--- src/rtl/core/lpbd_pkg.sv ---
// ---------------------------------------------------------------------------
// lpbd_pkg
// Shared types and constants of the length-prefixed bit deframer: request
// and response payloads and configuration register indexes.
// ---------------------------------------------------------------------------
package lpbd_pkg;

   localparam int BITS_PER_BYTE     = 8;
   localparam int HDR_BYTES_WIDTH   = 3;
   localparam int TOTAL_BITS_WIDTH  = 32;
   localparam int CSR_DATA_WIDTH    = 32;

   // configuration register indexes
   typedef enum logic [0:0] {
      CSR_HEADER_BYTES = 1'b0,
      CSR_TOTAL_BITS   = 1'b1
   } csr_index_type;

   // one message bit per request
   typedef struct packed {
      logic data_bit;
      logic message_start;
   } req_type;

   // one payload bit per response
   typedef struct packed {
      logic payload_bit;
      logic record_last;
   } rsp_type;

   // parser result toward the output stage
   typedef struct packed {
      logic    valid;
      rsp_type data;
   } result_type;

endpackage

--- src/rtl/core/lpbd_parser.sv ---
// ---------------------------------------------------------------------------
// lpbd_parser
// Record parser: gathers each length header, checks it against the message
// length and passes payload bits on, one bit per accepted request.
// ---------------------------------------------------------------------------
module lpbd_parser #(
   parameter int MAX_HEADER_BYTES = 4
) (
   input  logic                                      clock,
   input  logic                                      reset,
   input  logic                                      accept,
   input  lpbd_pkg::req_type                         req,
   input  logic [lpbd_pkg::HDR_BYTES_WIDTH-1:0]      header_bytes,
   input  logic [lpbd_pkg::TOTAL_BITS_WIDTH-1:0]     total_bits,
   output lpbd_pkg::result_type                      result
);
   import lpbd_pkg::*;

   localparam int LEN_W = MAX_HEADER_BYTES * BITS_PER_BYTE;
   localparam int CNT_W = $clog2(LEN_W + 1);
   localparam int SUM_W = ((LEN_W > TOTAL_BITS_WIDTH) ? LEN_W : TOTAL_BITS_WIDTH) + 1;
   localparam logic [3:0] MAX_BYTES = 4'(MAX_HEADER_BYTES);

   typedef enum logic [1:0] {
      PH_HEADER  = 2'd0,
      PH_PAYLOAD = 2'd1,
      PH_STOPPED = 2'd2
   } phase_type;

   phase_type                     phase_ff, phase_in;
   logic [TOTAL_BITS_WIDTH-1:0]   pos_ff, pos_in;
   logic [CNT_W-1:0]              cnt_ff, cnt_in;
   logic [LEN_W-1:0]              len_ff, len_in;
   logic [TOTAL_BITS_WIDTH-1:0]   rem_ff, rem_in;

   phase_type                     phase_cur;
   logic [TOTAL_BITS_WIDTH-1:0]   pos_cur;
   logic [TOTAL_BITS_WIDTH-1:0]   pos_inc;
   logic [CNT_W-1:0]              cnt_cur;
   logic [CNT_W-1:0]              cnt_inc;
   logic [LEN_W-1:0]              len_base;
   logic [LEN_W-1:0]              len_new;
   logic [TOTAL_BITS_WIDTH-1:0]   rem_cur;
   logic [TOTAL_BITS_WIDTH-1:0]   rem_dec;
   logic [3:0]                    hdr_bytes_ext;
   logic [3:0]                    hdr_bytes_sat;
   logic [CNT_W-1:0]              hdr_bits;
   logic [SUM_W-1:0]              total_x;
   logic [SUM_W-1:0]              len_x;
   logic                          hdr_no_room;
   logic                          len_bad;

   // header width, saturated to the largest supported header
   always_comb begin
      hdr_bytes_ext = {1'b0, header_bytes};
      hdr_bytes_sat = (hdr_bytes_ext > MAX_BYTES) ? MAX_BYTES : hdr_bytes_ext;
      hdr_bits      = CNT_W'({hdr_bytes_sat, 3'b000});
   end

   // a start flag clears the parse state for this bit
   always_comb begin
      phase_cur = req.message_start ? PH_HEADER : phase_ff;
      pos_cur   = req.message_start ? '0 : pos_ff;
      cnt_cur   = req.message_start ? '0 : cnt_ff;
      rem_cur   = req.message_start ? '0 : rem_ff;
      len_base  = (req.message_start || cnt_ff == '0) ? '0 : len_ff;
   end

   // header gather and length checks
   always_comb begin
      pos_inc = pos_cur + TOTAL_BITS_WIDTH'(1);
      cnt_inc = cnt_cur + CNT_W'(1);
      rem_dec = (rem_cur != '0) ? rem_cur - TOTAL_BITS_WIDTH'(1) : rem_cur;
      for (int i = 0; i < LEN_W; i++) begin
         len_new[i] = len_base[i] | (req.data_bit && cnt_cur == CNT_W'(i));
      end
      total_x     = SUM_W'(total_bits);
      len_x       = SUM_W'(len_new);
      hdr_no_room = (hdr_bits == '0) ||
                    (({1'b0, pos_cur} + (TOTAL_BITS_WIDTH+1)'(hdr_bits)) >
                     {1'b0, total_bits});
      len_bad     = (len_new == '0) || (len_x > total_x) ||
                    ((SUM_W'(pos_inc) + len_x) > total_x);
   end

   // next parse state and result
   always_comb begin
      phase_in    = phase_cur;
      pos_in      = pos_cur;
      cnt_in      = cnt_cur;
      len_in      = len_ff;
      rem_in      = rem_cur;
      result      = '0;
      unique case (phase_cur)
         PH_HEADER: begin
            if (cnt_cur == '0 && hdr_no_room) begin
               phase_in = PH_STOPPED;
            end else begin
               pos_in = pos_inc;
               len_in = len_new;
               if (cnt_inc >= hdr_bits) begin
                  cnt_in = '0;
                  if (len_bad) begin
                     phase_in = PH_STOPPED;
                  end else begin
                     rem_in   = len_x[TOTAL_BITS_WIDTH-1:0];
                     phase_in = PH_PAYLOAD;
                  end
               end else begin
                  cnt_in = cnt_inc;
               end
            end
         end
         PH_PAYLOAD: begin
            pos_in                  = pos_inc;
            rem_in                  = rem_dec;
            result.valid            = accept;
            result.data.payload_bit = req.data_bit;
            result.data.record_last = (rem_dec == '0);
            if (rem_dec == '0) begin
               phase_in = PH_HEADER;
            end
         end
         default: begin
            // stopped: bits pass without effect until the next start flag
         end
      endcase
   end

   // parse state registers
   always_ff @(posedge clock) begin
      if (reset) begin
         phase_ff <= PH_HEADER;
         pos_ff   <= '0;
         cnt_ff   <= '0;
         len_ff   <= '0;
         rem_ff   <= '0;
      end else if (accept) begin
         phase_ff <= phase_in;
         pos_ff   <= pos_in;
         cnt_ff   <= cnt_in;
         len_ff   <= len_in;
         rem_ff   <= rem_in;
      end
   end

endmodule

--- src/rtl/core/length_prefixed_bit_deframer.sv ---
// ---------------------------------------------------------------------------
// length_prefixed_bit_deframer
// Splits a serial message into length-prefixed records and passes on the
// payload bits, marking the last bit of each record.
// ---------------------------------------------------------------------------
// Usage:
//   req_valid/req_data carry one message bit per request; message_start
//   marks bit 0 of a message and restarts parsing. Each record is a header
//   of header_bytes*8 bits (header_bytes capped at MAX_HEADER_BYTES), lsb
//   first, followed by that many payload bits. rsp_valid/rsp_data carry one
//   payload bit per response, record_last set on the final bit of a record.
//   Header bits and bits after parsing stops (zero header, record past
//   total_bits, no room for another header) give no response.
//   One request is taken every cycle while req_stall is low. Responses come
//   from the output register. When the receiver stalls, one further
//   response is held in a skid register; req_stall rises only when that
//   skid register is full.
//   csr_we writes header_bytes (index 0) or total_bits (index 1); write only
//   while no request is in flight.
//   Reset clears the parse state as if a message starts with the next bit,
//   sets header_bytes to 1 and total_bits to 0, and empties the output.
// ---------------------------------------------------------------------------
module length_prefixed_bit_deframer #(
   parameter int MAX_HEADER_BYTES = 4
) (
   input  logic                                    clock,
   input  logic                                    reset,
   input  logic                                    req_valid,
   output logic                                    req_stall,
   input  lpbd_pkg::req_type                       req_data,
   output logic                                    rsp_valid,
   input  logic                                    rsp_stall,
   output lpbd_pkg::rsp_type                       rsp_data,
   input  logic                                    csr_we,
   input  lpbd_pkg::csr_index_type                 csr_index,
   input  logic [lpbd_pkg::CSR_DATA_WIDTH-1:0]     csr_wdata
);
   import lpbd_pkg::*;

   logic [HDR_BYTES_WIDTH-1:0]   header_bytes_ff;
   logic [TOTAL_BITS_WIDTH-1:0]  total_bits_ff;

   logic        req_accept;
   logic        rsp_taken;
   result_type  result;

   logic        rsp_valid_ff;
   rsp_type     rsp_data_ff;
   logic        skid_valid_ff;
   rsp_type     skid_data_ff;

   assign req_stall  = skid_valid_ff;
   assign req_accept = req_valid && !skid_valid_ff;
   assign rsp_taken  = rsp_valid_ff && !rsp_stall;
   assign rsp_valid  = rsp_valid_ff;
   assign rsp_data   = rsp_data_ff;

   // configuration registers
   always_ff @(posedge clock) begin
      if (reset) begin
         header_bytes_ff <= HDR_BYTES_WIDTH'(1);
         total_bits_ff   <= '0;
      end else if (csr_we) begin
         unique case (csr_index)
            CSR_HEADER_BYTES: header_bytes_ff <= csr_wdata[HDR_BYTES_WIDTH-1:0];
            CSR_TOTAL_BITS:   total_bits_ff   <= csr_wdata[TOTAL_BITS_WIDTH-1:0];
            default:          ;
         endcase
      end
   end

   // record parser
   lpbd_parser #(
      .MAX_HEADER_BYTES (MAX_HEADER_BYTES)
   ) u_parser (
      .clock        (clock),
      .reset        (reset),
      .accept       (req_accept),
      .req          (req_data),
      .header_bytes (header_bytes_ff),
      .total_bits   (total_bits_ff),
      .result       (result)
   );

   // output register with skid stage
   always_ff @(posedge clock) begin
      if (reset) begin
         rsp_valid_ff  <= 1'b0;
         skid_valid_ff <= 1'b0;
      end else begin
         if (skid_valid_ff) begin
            if (rsp_taken) begin
               rsp_valid_ff  <= 1'b1;
               skid_valid_ff <= 1'b0;
            end
         end else if (!rsp_valid_ff || rsp_taken) begin
            rsp_valid_ff <= result.valid;
         end else if (result.valid) begin
            skid_valid_ff <= 1'b1;
         end
      end
   end

   // payload registers
   always_ff @(posedge clock) begin
      if (skid_valid_ff) begin
         if (rsp_taken) begin
            rsp_data_ff <= skid_data_ff;
         end
      end else if (!rsp_valid_ff || rsp_taken) begin
         rsp_data_ff <= result.data;
      end else if (result.valid) begin
         skid_data_ff <= result.data;
      end
   end

`ifndef ASSERT_OFF
   // skid register only fills behind a held output
   assert property (@(posedge clock) disable iff (reset)
      skid_valid_ff |-> rsp_valid_ff)
      else $error("skid register full while output register empty");

   // parser gives a result only for an accepted request
   assert property (@(posedge clock) disable iff (reset)
      result.valid |-> req_accept)
      else $error("parser result without an accepted request");

   // output drains when taken with nothing behind it
   assert property (@(posedge clock) disable iff (reset)
      (rsp_taken && !skid_valid_ff && !result.valid) |=> !rsp_valid_ff)
      else $error("response repeated after being taken");

   // a held response and a new result fill the skid and block new requests
   assert property (@(posedge clock) disable iff (reset)
      (rsp_valid_ff && rsp_stall && result.valid) |=> req_stall)
      else $error("result accepted into full output path");
`endif

endmodule

--- config.mk ---
export PLATFORM = sky130hd
export DESIGN_NAME = length_prefixed_bit_deframer
export DESIGN_NICKNAME = d
export VERILOG_FILES = /design/src/rtl/core/lpbd_pkg.sv /design/src/rtl/core/lpbd_parser.sv /design/src/rtl/core/length_prefixed_bit_deframer.sv
export SDC_FILE = /design/constraint.sdc
export NUM_CORES = 1
export LEC_CHECK = 0
export BUFFER_PORTS_ARGS = -buffer_cell sky130_fd_sc_hd__buf_4
export CORE_MARGIN = 5
export CORE_UTILIZATION = 35
export DETAILED_ROUTE_END_ITERATION = 8
export SYNTH_ARGS = -nofsm -noshare
export SYNTH_HDL_FRONTEND = slang
export SYNTH_SLANG_ARGS = --single-unit
--- constraint.sdc ---
create_clock -name clock -period 13.2 [get_ports clock]
set_input_delay 3.3 -clock clock [delete_from_list [all_inputs] [get_ports clock]]
set_output_delay 3.3 -clock clock [all_outputs]
set_load 0.005 [all_outputs]
==> qor.txt, run 1 <==
====================================================================================================
Leading post-synthesis cells by instance count                                          nand2_1 (193), nor2_1 (188), a21oi_1 (157), dfxtp_1 (141), ha_1 (137)
Initial cell density of the core                                                              35.34%
Via-to-Cell Ratio                                                                              6.070
Proportion of register bits with asynchronous set or reset after synthesis                        0%
CTS buffer count                                                                                  17
Maximum vdd ir drop                                                                       0.05743 mV
# diodes                                                                                           0
CTS sink count                                                                                   145
Synthesized flop and latch total                                                                 145
Final-report setup violation count                                                                 0
Number of cells upsized or downsized after cts                                                     0
Final wirelength                                                                            50090 um
Maximum operating frequency                                                              0.09041 GHz
Number of placement rows                                                                          72
Primary flip-flop cell chosen by synthesis mapping                                           dfxtp_1
Die ar.                                                                                   42970 um^2
Highest fanout seen on the critical path                                                          47
Final GP Congestion                                                                            1.001
Chip Width                                                                                  207.3 um
Total via count in the routed design                                                           14150
Combined area of all synthesized cells                                                    13620 um^2
Post-synthesis instance total                                                                   1826
Max-slew violation count                                                                           0
Iteration count of the initial detailed-routing pass                                               5
DRC viols                                                                                          0
Synth warnings                                                                                     0
Top-level port count                                                                              44
Most frequent cell after synthesis                                                           nand2_1
CTS tree                                                                                       built
Final design utilization                                                                      38.54%
Share of post-route cells with drive strength above 1                                         7.612%
Pin count of the biggest net entering global routing                                              79
Result of the run                                                                       complete, no violations
Worst clock skew on the final layout                                                      0.01770 ns
WP data required                                                                            13.55 ns
GRT Util Overall                                                                              22.45%
Setup TNS                                                                                       0 ns
Level count of the clock H-tree                                                                    4
Share of the yosys chip area belonging to registers                                           21.60%
Die Y                                                                                       207.3 um
Launching element type of the critical path                                             primary input
Clock-pin slew reported for the worst setup and hold paths after clock tree synthesis        0.07 ns
Power density over cell area                                                            81.61 nW/um^2
Number of hold buffers added after CTS                                                             0
Post-CTS Setup Inserts                                                                             0
Signal arrival time at the worst endpoint                                                   11.41 ns
Worst slew slack as a fraction of its limit                                                   17.57%
Critical-path cell with the highest stage delay                                               and4_4
Distinct cell type count of the synthesized netlist                                               90
Top post-synthesis cells by area                                                        dfxtp_1 (21%), ha_1 (13%), a21oi_1 (5.8%)
Period utilization                                                                            83.79%
Final min period                                                                            11.06 ns
Total overflow reported by the global router                                                       0
Top cell type by total area after synthesis                                                  dfxtp_1
Slowest cell delay on critical path                                                          0.72 ns
Unrepaired setup endpoints after global routing                                                   no
Post-synth EDFFs                                                                                   4
Global-route wire length before repair                                                      77570 um
Area delta synth->final                                                                       9.065%
Standby leakage power                                                                       5.847 nW
Iteration-0 DRC count of the detailed router                                                    1427
Mean instance size in the synthesized netlist                                             7.461 um^2
Final setup margin                                                                          2.139 ns
Root Buffer                                                                                clkbuf_16
Number of global-route vias before repair                                                      13230
Routed WL per cell                                                                          21.49 um
Number of antenna violations at the first check in global routing                                  0
Critical Setup Path Class                                                               primary input to register
Hold Vio Cnt, Final                                                                                0
Placeable Area                                                                            38560 um^2
Pre-CTS setup slack                                                                         1.976 ns
Worst min-delay path category                                                           register to register
Cell class contributing the biggest share of worst-path delay                           simple AND/OR/NAND/NOR gates
Final instance count without filler cells                                                       2331
Final net count                                                                                 1979
Clk_lat worst skew                                                                           0.46 ns
Total nets after synthesis                                                                      2005
HPWL after detailed placement                                                               37590 um
Least-Margin Pin Slew                                                                       1.219 ns
Cell count after placement                                                                      2299
Count of antenna-violating nets left after detailed routing                                        0
Max-capacitance violation count                                                                    0
Portion of synthesized cell area occupied by the leading cell type                            20.72%
CTS Buffer Depth                                                                                   2
Buffers & Inverters on Critical Path                                                               3
Worst Setup End Kind                                                                        register
Number of port buffers                                                                            43
====================================================================================================
[through the flow]
| stage | cell area (um^2) | hold slack [ns] | power, W |
|---|---|---|---|
| 2_1_floorplan | 13620 | 0.4363 | 0.0006579 |
| 3_3_place_gp | 14330 | 0.4437 | 0.0007480 |
| 3_5_place_dp | 14330 | 0.4470 | 0.0007496 |
| 4_1_cts | 14860 | 0.4562 | 0.001214 |
| 5_1_grt | 14860 | 0.4723 | 0.001268 |
| 6_report | 14860 | 0.4545 | 0.001213 |
[state kept, by name (all words and copies together), names as in the netlist]
| register | cells |
|---|---|
| u_parser.rem_ff | 32 |
| u_parser.cnt_ff | 6 |
| header_bytes_ff | 3 |
| u_parser.len_ff | 32 |
| u_parser.pos_ff | 32 |
| rsp_valid | 1 |
| total_bits_ff | 32 |
| u_parser.phase_ff | 2 |
| req_stall | 1 |
| skid_data_ff | 2 |
| rsp_data | 2 |
[kinds of logic after synthesis]
family / count (synthesis) / synth area share [%]
XOR/XNOR: 88 / 5.657
multiplexers: 48 / 3.600
adder cells (fa/ha/maj): 139 / 12.88
AO/OA/AOI/OAI: 544 / 26.73
buffers and inverters: 181 / 5.280
AND/OR/NAND/NOR: 681 / 24.25
flip-flops: 145 / 21.60
[placed cells by master (no fill, tap or decap), drive strengths merged, types with 27 or more instances in the layout]
cell,count
nand2,193
ha,137
xnor2,58
nor2,188
dfxtp,141
nor3,49
nand3,54
mux2i,40
nor2b,31
xor2,30
a21o,33
buf,66
nand4,34
nor4,27
o21ai,96
inv,73
a21oi,157
[where the power goes]
part           leakage (nW)  total (W)  internal, W  switching [W]
combinational          4.41   0.000285    0.0000910       0.000194
sequential             1.19   0.000462     0.000450      0.0000125
clock                 0.253   0.000465     0.000242       0.000223
total                  5.85    0.00121     0.000783       0.000430
[cell type report]
class / instances / area (um^2)
Fill cell: 4082 / 23700
Multi-Input combinational cell: 1500 / 9976
Sequential cell: 145 / 2943
Tap cell: 518 / 648.1
Timing Repair Buffer: 66 / 495.5
Clock buffer: 18 / 429.2
Inverter: 70 / 262.8
Clock inverter: 14 / 105.1
[final timing paths]
| check | start | to | slack, ns | cells past startpoint |
|---|---|---|---|---|
| worst min register to register | total_bits_ff[17] | total_bits_ff[17] | 0.45 | 2 |
| worst max register to register | u_parser.cnt_ff[2] | u_parser.rem_ff[24] | 4.87 | 23 |
| worst max-delay path | req_data[0] | u_parser.rem_ff[24] | 2.14 | 26 |
| worst min-delay path | total_bits_ff[17] | total_bits_ff[17] | 0.45 | 2 |
[worst min-delay path, delay by kind of cell, from the launching register on]
kind,cells,cell delay [ns]
AND/OR/NAND/NOR,1,0.05
flip-flops,1,0.31
AO/OA/AOI/OAI,1,0.05
[metal layers]
metal	GRT usage, %	part of all wire, %	up-vias
li1	-	-	6717
met1	31.07	45	6739
met2	34.95	44	616
met3	5.229	8.1	78
met4	6.566	2.5	0
met5	0	0	-
(Power assumes the default switching activity.)
==> run 2: changes to the inputs <==
- clock period: 13.2 -> 9.5 ns (I/O delays scaled with it)
==> qor.txt, run 2 (synthesis gave the netlist of run 1 again) <==
====================================================================================================
Result of the run                                                                       complete, no violations   unchanged
Clk_lat worst skew                                                                           0.45 ns   was 0.46 ns
CTS sink count                                                                                   145   unchanged
Top-level port count                                                                              44   unchanged
Initial cell density of the core                                                              35.34%   unchanged
Most frequent cells in the layout                                                       nand2_1 (192), nor2_1 (186), a21oi_1 (154), dfxtp_1 (141), ha_1 (137)   was nand2_1 (193), nor2_1 (187), a21oi_1 (155), dfxtp_1 (141), ha_1 (137)
GRT Util Overall                                                                              22.55%   was 22.45%
Reported net switching power                                                             0.0006053 W   was 0.0004301 W
Final net count                                                                                 2003   was 1979
Part of the total power dissipated in the clock network                                        38.5%   was 38.4%
Via-to-Cell Ratio                                                                              6.118   was 6.070
Buffers & Inverters on Critical Path                                                               5   was 3
Number of placement rows                                                                          72   unchanged
Number of port buffers                                                                            43   unchanged
Least-Margin Pin Slew                                                                       1.204 ns   was 1.219 ns
Launching element type of the critical path                                             primary input   unchanged
Final GP Congestion                                                                           0.9998   was 1.001
Power density over cell area                                                            114.6 nW/um^2   was 81.61 nW/um^2
Maximum operating frequency                                                               0.1090 GHz
Routed WL per cell                                                                          21.68 um   was 21.49 um
Hold Vio Cnt, Final                                                                                0   unchanged
Iteration count of the initial detailed-routing pass                                               6   was 5
Worst slew slack as a fraction of its limit                                                   19.67%   was 17.57%
Most common cell after layout, fill and taps aside                                           nand2_1   unchanged
Final min period                                                                            9.173 ns
CTS Buffer Depth                                                                                   2   unchanged
Unrepaired setup endpoints after global routing                                                   no   unchanged
Finished layout cell area                                                                 15100 um^2   was 14860 um^2
Max-slew violation count                                                                           0   unchanged
Number of global-route vias before repair                                                      13390   was 13230
Number of antenna violations at the first check in global routing                                  1   was 0
Critical path's most frequent cell                                                             buf_4
Signal arrival time at the worst endpoint                                                    9.52 ns   was 11.41 ns
Critical Setup Path Class                                                               primary input to register   unchanged
HPWL after detailed placement                                                               38790 um   was 37590 um
Share of post-route cells with drive strength above 1                                         9.091%   was 7.612%
CTS tree                                                                                       built   unchanged
CTS buffer count                                                                                  17   unchanged
Internal power of the cells                                                               0.001125 W   was 0.0007827 W
Period utilization                                                                            96.56%
Power share of the sequential group                                                            37.1%   was 38.1%
Maximum vdd ir drop                                                                       0.08918 mV   was 0.05743 mV
Worst clock skew on the final layout                                                      0.02022 ns   was 0.01770 ns
Worst Setup End Kind                                                                        register   unchanged
Final-report setup violation count                                                                 0   unchanged
Die ar.                                                                                   42970 um^2   unchanged
Final wirelength                                                                            51060 um   was 50090 um
Cell class contributing the biggest share of worst-path delay                           compound AO/OA/AOI/OAI gates   was simple AND/OR/NAND/NOR gates
Count of antenna-violating nets left after detailed routing                                        0   unchanged
Placeable Area                                                                            38560 um^2   unchanged
Chip Width                                                                                  207.3 um   unchanged
WP data required                                                                             9.85 ns   was 13.55 ns
Total overflow reported by the global router                                                       0   unchanged
Clock-pin slew reported for the worst setup and hold paths after clock tree synthesis        0.06 ns   was 0.07 ns
Die Y                                                                                       207.3 um   unchanged
Critical-path cell with the highest stage delay                                                or4_1   was and4_4
Part of the power in combinational logic                                                       24.3%   was 23.5%
Max-capacitance violation count                                                                    0   unchanged
Beginning of the worst hold path                                                        total_bits_ff[29]   was total_bits_ff[17]
Worst min-delay path category                                                           register to register   unchanged
Fill cell total of the finished layout                                                          4056   was 4082
Iteration-0 DRC count of the detailed router                                                    1539   was 1427
Worst Hold Margin                                                                          0.4522 ns   was 0.4545 ns
Total via count in the routed design                                                           14410   was 14150
Source of the critical timing path                                                       req_data[0]   unchanged
Final design utilization                                                                      39.16%   was 38.54%
Area delta synth->final                                                                       10.83%   was 9.065%
Global-route wire length before repair                                                      78600 um   was 77570 um
Pin count of the biggest net entering global routing                                              93   was 79
Dpl cell area                                                                             14470 um^2   was 14330 um^2
Standby leakage power                                                                       6.001 nW   was 5.847 nW
Worst flop-to-flop path startpoint                                                      u_parser.cnt_ff[2]   unchanged
Net switching share of the total power                                                        34.98%   was 35.46%
Root Buffer                                                                                clkbuf_16   unchanged
# diodes                                                                                           0   unchanged
Slowest cell delay on critical path                                                          0.55 ns   was 0.72 ns
Level count of the clock H-tree                                                                    4   unchanged
Highest fanout seen on the critical path                                                          26   was 47
DRC viols                                                                                          0   unchanged
====================================================================================================
-- run 2: cell count changes in the layout (fill, tap and decap cells not counted), sizes merged --
cell      previous run  this run
inv                 73        74
bufinv               0         1
and4                11        12
clkinv               8         5
buf                 66        89
clkinvlp             3         4
-- run 2: layout make-up --
type / instances / area (um^2) / share of cell area [%]
Inverter: 70 / 262.8 / 1.740
Multi-Input combinational cell: 1501 / 10010 / 66.27
Tap cell: 518 / 648.1 / 4.292
Sequential cell: 145 / 2943 / 19.49
Timing Repair Buffer: 89 / 680.7 / 4.508
Clock inverter: 14 / 128.9 / 0.8535
Clock buffer: 18 / 429.2 / 2.842
-- run 2: repair_timing --
item | in CTS | in global routing
setup buffers | 0 | 6
gates resized for setup | 0 | 5
setup endpoints to repair | 0 | 17
hold buffers | 0 | 0
-- run 2: metal layers --
| layer | wire length (um) | track usage [%] | vias up |
|---|---|---|---|
| met5 | 13 | 0 | - |
| met1 | 22980 | 31.45 | 6868 |
| li1 | - | - | 6764 |
| met3 | 4074 | 4.428 | 110 |
| met2 | 22460 | 35.33 | 664 |
| met4 | 1527 | 6.817 | 2 |
-- run 2: worst paths after layout --
kind,slack [ns],cells past startpoint,end
max reg2reg,1.74,24,u_parser.rem_ff[25]
min,0.45,2,total_bits_ff[29]
max,0.33,26,u_parser.rem_ff[25]
min reg2reg,0.45,2,total_bits_ff[29]
-- run 2: tightest hold or removal path, cell delays in order (launching register included) --
cell     delay, ns
dfxtp_1       0.31
nand2_1       0.05
a21oi_1       0.05
-- run 2: power groups by stage --
stage / combinational [W] / sequential [W] / clock, W
after floorplan: 0.000269 / 0.000646 / 0
after global placement: 0.000399 / 0.000656 / 0
after detailed placement: 0.000401 / 0.000655 / 0
after CTS: 0.000403 / 0.000641 / 0.000674
after global routing: 0.000450 / 0.000644 / 0.000701
final: 0.000421 / 0.000642 / 0.000667
-- run 2: through the flow --
step	instances	total power, W	setup slack, ns	setup TNS, ns
4_1_cts	2348	0.001719	0.3500	0
5_1_grt	2355	0.001795	0.02109	0
6_report	2355	0.001730	0.3270	0
3_3_place_gp	2316	0.001055	0.2289	0
3_5_place_dp	2316	0.001057	-0.04925	-0.2101
2_1_floorplan	1826	0.0009145	0.05853	0
==> run 3: changes to the inputs <==
- clock period: 9.5 -> 9.09 ns (I/O delays scaled with it)
==> qor.txt, run 3 (synthesis gave the netlist of run 1 again) <==
====================================================================================================
Result of the run                                                                       complete, no violations   unchanged
Amount of wire on met2 after detailed routing                                               22940 um   was 22460 um
Reg-to-Reg End                                                                          u_parser.rem_ff[6]   was u_parser.rem_ff[25]
Die Y                                                                                       207.3 um   unchanged
Least-Margin Pin Slew                                                                       1.072 ns   was 1.204 ns
CTS Buffer Depth                                                                                   2   unchanged
# diodes                                                                                           0   unchanged
Maximum operating frequency                                                               0.1144 GHz
Iteration count of the initial detailed-routing pass                                               6   unchanged
Final-report setup violation count                                                                 0   unchanged
Number of antenna violations at the first check in global routing                                  0   was 1
Power density over cell area                                                            119.2 nW/um^2   was 114.6 nW/um^2
Period utilization                                                                            96.20%
Number of port buffers                                                                            43   unchanged
Level count of the clock H-tree                                                                    4   unchanged
Total via count in the routed design                                                           14660   was 14410
Die ar.                                                                                   42970 um^2   unchanged
Max-slew violation count                                                                           0   unchanged
Via-to-Cell Ratio                                                                              6.195   was 6.118
Part of the power in combinational logic                                                       24.2%   was 24.3%
Standby leakage power                                                                       6.045 nW   was 6.001 nW
Final design utilization                                                                      39.46%   was 39.16%
Final wirelength                                                                            51840 um   was 51060 um
Setup TNS                                                                                       0 ns   unchanged
Post-CTS Setup Inserts                                                                             0   unchanged
Worst Setup End Kind                                                                        register   unchanged
HPWL after detailed placement                                                               39300 um   was 38790 um
Top-level port count                                                                              44   unchanged
CTS sink count                                                                                   145   unchanged
Max-capacitance violation count                                                                    0   unchanged
Number of hold buffers added after CTS                                                             0   unchanged
Net switching share of the total power                                                        36.22%   was 34.98%
Part of the total power dissipated in the clock network                                        38.8%   was 38.5%
Highest fanout seen on the critical path                                                          18   was 26
Cell count of the worst reg-to-reg path                                                           23   was 24
Total overflow reported by the global router                                                       0   unchanged
Most frequent cells in the layout                                                       nand2_1 (192), nor2_1 (188), a21oi_1 (154), dfxtp_1 (141), ha_1 (136)   was nand2_1 (192), nor2_1 (186), a21oi_1 (154), dfxtp_1 (141), ha_1 (137)
Met1 Wirelength                                                                             22820 um   was 22980 um
Final min period                                                                            8.745 ns
Final GP Congestion                                                                            1.016   was 0.9998
Length of routed met3 wiring                                                                 4383 um   was 4074 um
Placeable Area                                                                            38560 um^2   unchanged
Count of antenna-violating nets left after detailed routing                                        0   unchanged
Source of the critical timing path                                                       req_data[0]   unchanged
Clk_lat worst skew                                                                           0.45 ns   about the same
Worst slew slack as a fraction of its limit                                                   28.29%   was 19.67%
Top metal layer carrying routed signals                                                         met4   was met5
Worst clock skew on the final layout                                                      0.01717 ns   was 0.02022 ns
WP data required                                                                             9.48 ns   was 9.85 ns
GRT Util Overall                                                                              22.95%   was 22.55%
CTS tree                                                                                       built   unchanged
Pin count of the biggest net entering global routing                                              88   was 93
Number of placement rows                                                                          72   unchanged
Launching element type of the critical path                                             primary input   unchanged
Area delta synth->final                                                                       11.67%   was 10.83%
Routed WL per cell                                                                          21.91 um   was 21.68 um
Share of post-route cells with drive strength above 1                                         9.794%   was 9.091%
Root Buffer                                                                                clkbuf_16   unchanged
DRC viols                                                                                          0   unchanged
Reported net switching power                                                             0.0006568 W   was 0.0006053 W
Chip Width                                                                                  207.3 um   unchanged
Power share of the sequential group                                                            37.0%   was 37.1%
Number of cells upsized or downsized after cts                                                     0   unchanged
Initial cell density of the core                                                              35.34%   unchanged
CTS buffer count                                                                                  17   unchanged
Capture point of the worst path                                                         u_parser.rem_ff[6]   was u_parser.rem_ff[25]
Number of global-route vias before repair                                                      13590   was 13390
Iteration-0 DRC count of the detailed router                                                    1673   was 1539
Maximum vdd ir drop                                                                       0.08837 mV   was 0.08918 mV
Internal power of the cells                                                               0.001157 W   was 0.001125 W
Signal arrival time at the worst endpoint                                                    9.13 ns   was 9.52 ns
Hold Vio Cnt, Final                                                                                0   unchanged
Register-to-register setup slack                                                             1.75 ns   was 1.74 ns
Worst min-delay path category                                                           register to register   unchanged
Global-route wire length before repair                                                      79420 um   was 78600 um
Clock-pin slew reported for the worst setup and hold paths after clock tree synthesis        0.08 ns   was 0.06 ns
Critical Setup Path Class                                                               primary input to register   unchanged
Final net count                                                                                 2014   was 2003
Worst flop-to-flop path startpoint                                                      u_parser.cnt_ff[2]   unchanged
Most common cell after layout, fill and taps aside                                           nand2_1   unchanged
Unrepaired setup endpoints after global routing                                                   no   unchanged
====================================================================================================
-- run 3: stage by stage --
step | instances | total power, W | cell area, um^2 | setup slack (ns) | hold slack, ns
2_1_floorplan | 1826 | 0.0009570 | 13680 | 0.009819 | 0.4363
4_1_cts | 2366 | 0.001809 | 15210 | 0.5431 | 0.4565
6_report | 2366 | 0.001814 | 15210 | 0.3453 | 0.4540
3_3_place_gp | 2334 | 0.001108 | 14660 | 0.2352 | 0.4440
5_1_grt | 2366 | 0.001878 | 15210 | 0.06981 | 0.4722
3_5_place_dp | 2334 | 0.001111 | 14660 | 0.1069 | 0.4472
-- run 3: worst min path at each step --
stage / depth (start not counted) / startpoint / slack [ns] / end
6_report: 2 / total_bits_ff[30] / 0.45 / total_bits_ff[30]
5_1_grt: 2 / total_bits_ff[4] / 0.47 / total_bits_ff[4]
4_1_cts: 2 / total_bits_ff[30] / 0.46 / total_bits_ff[30]
3_5_place_dp: 2 / total_bits_ff[30] / 0.45 / total_bits_ff[30]
3_3_place_gp: 2 / total_bits_ff[22] / 0.44 / total_bits_ff[22]
2_1_floorplan: 2 / total_bits_ff[10] / 0.44 / total_bits_ff[10]
-- run 3: critical path, cell delays in order --
cell	delay, ns
buf_4	0.18
buf_12	0.18
or4b_2	0.65
nor3b_2	0.23
a22o_1	0.28
inv_1	0.15
fa_1	0.47
nor2b_1	0.18
o31ai_1	0.12
a211oi_1	0.34
or2_2	0.21
a21oi_1	0.14
o21ai_0	0.42
a21o_1	0.19
a21oi_1	0.07
xnor2_1	0.14
ha_1	0.30
nand4_1	0.10
or4_1	0.62
nor4_1	0.34
o21ai_0	0.12
o31a_1	0.14
a31oi_2	0.17
and4_4	0.43
buf_4	0.22
mux2_2	0.33
a21oi_1	0.11
-- run 3: cell type report --
cell class | count | area [um^2]
tap | 518 | 648.1
sequential | 145 | 2943
clock buffer | 18 | 429.2
inverter | 70 | 262.8
clock inverter | 14 | 122.6
fill | 4092 | 23340
multi-input combinational | 1500 | 10000
timing repair buffer | 101 | 808.3
-- run 3: power groups by stage --
stage / logic [W] / clock network (W) / registers (W)
floorplan: 0.000282 / 0 / 0.000675
global placement: 0.000423 / 0 / 0.000685
detailed placement: 0.000426 / 0 / 0.000685
CTS: 0.000428 / 0.000710 / 0.000670
global route: 0.000471 / 0.000734 / 0.000673
finish: 0.000440 / 0.000703 / 0.000671
-- run 3: per-layer routing --
layer / GRT usage (%) / up-vias
met5: 0 / -
met4: 7.319 / 0
met3: 4.443 / 115
met2: 35.93 / 722
met1: 31.93 / 7023
li1: - / 6797
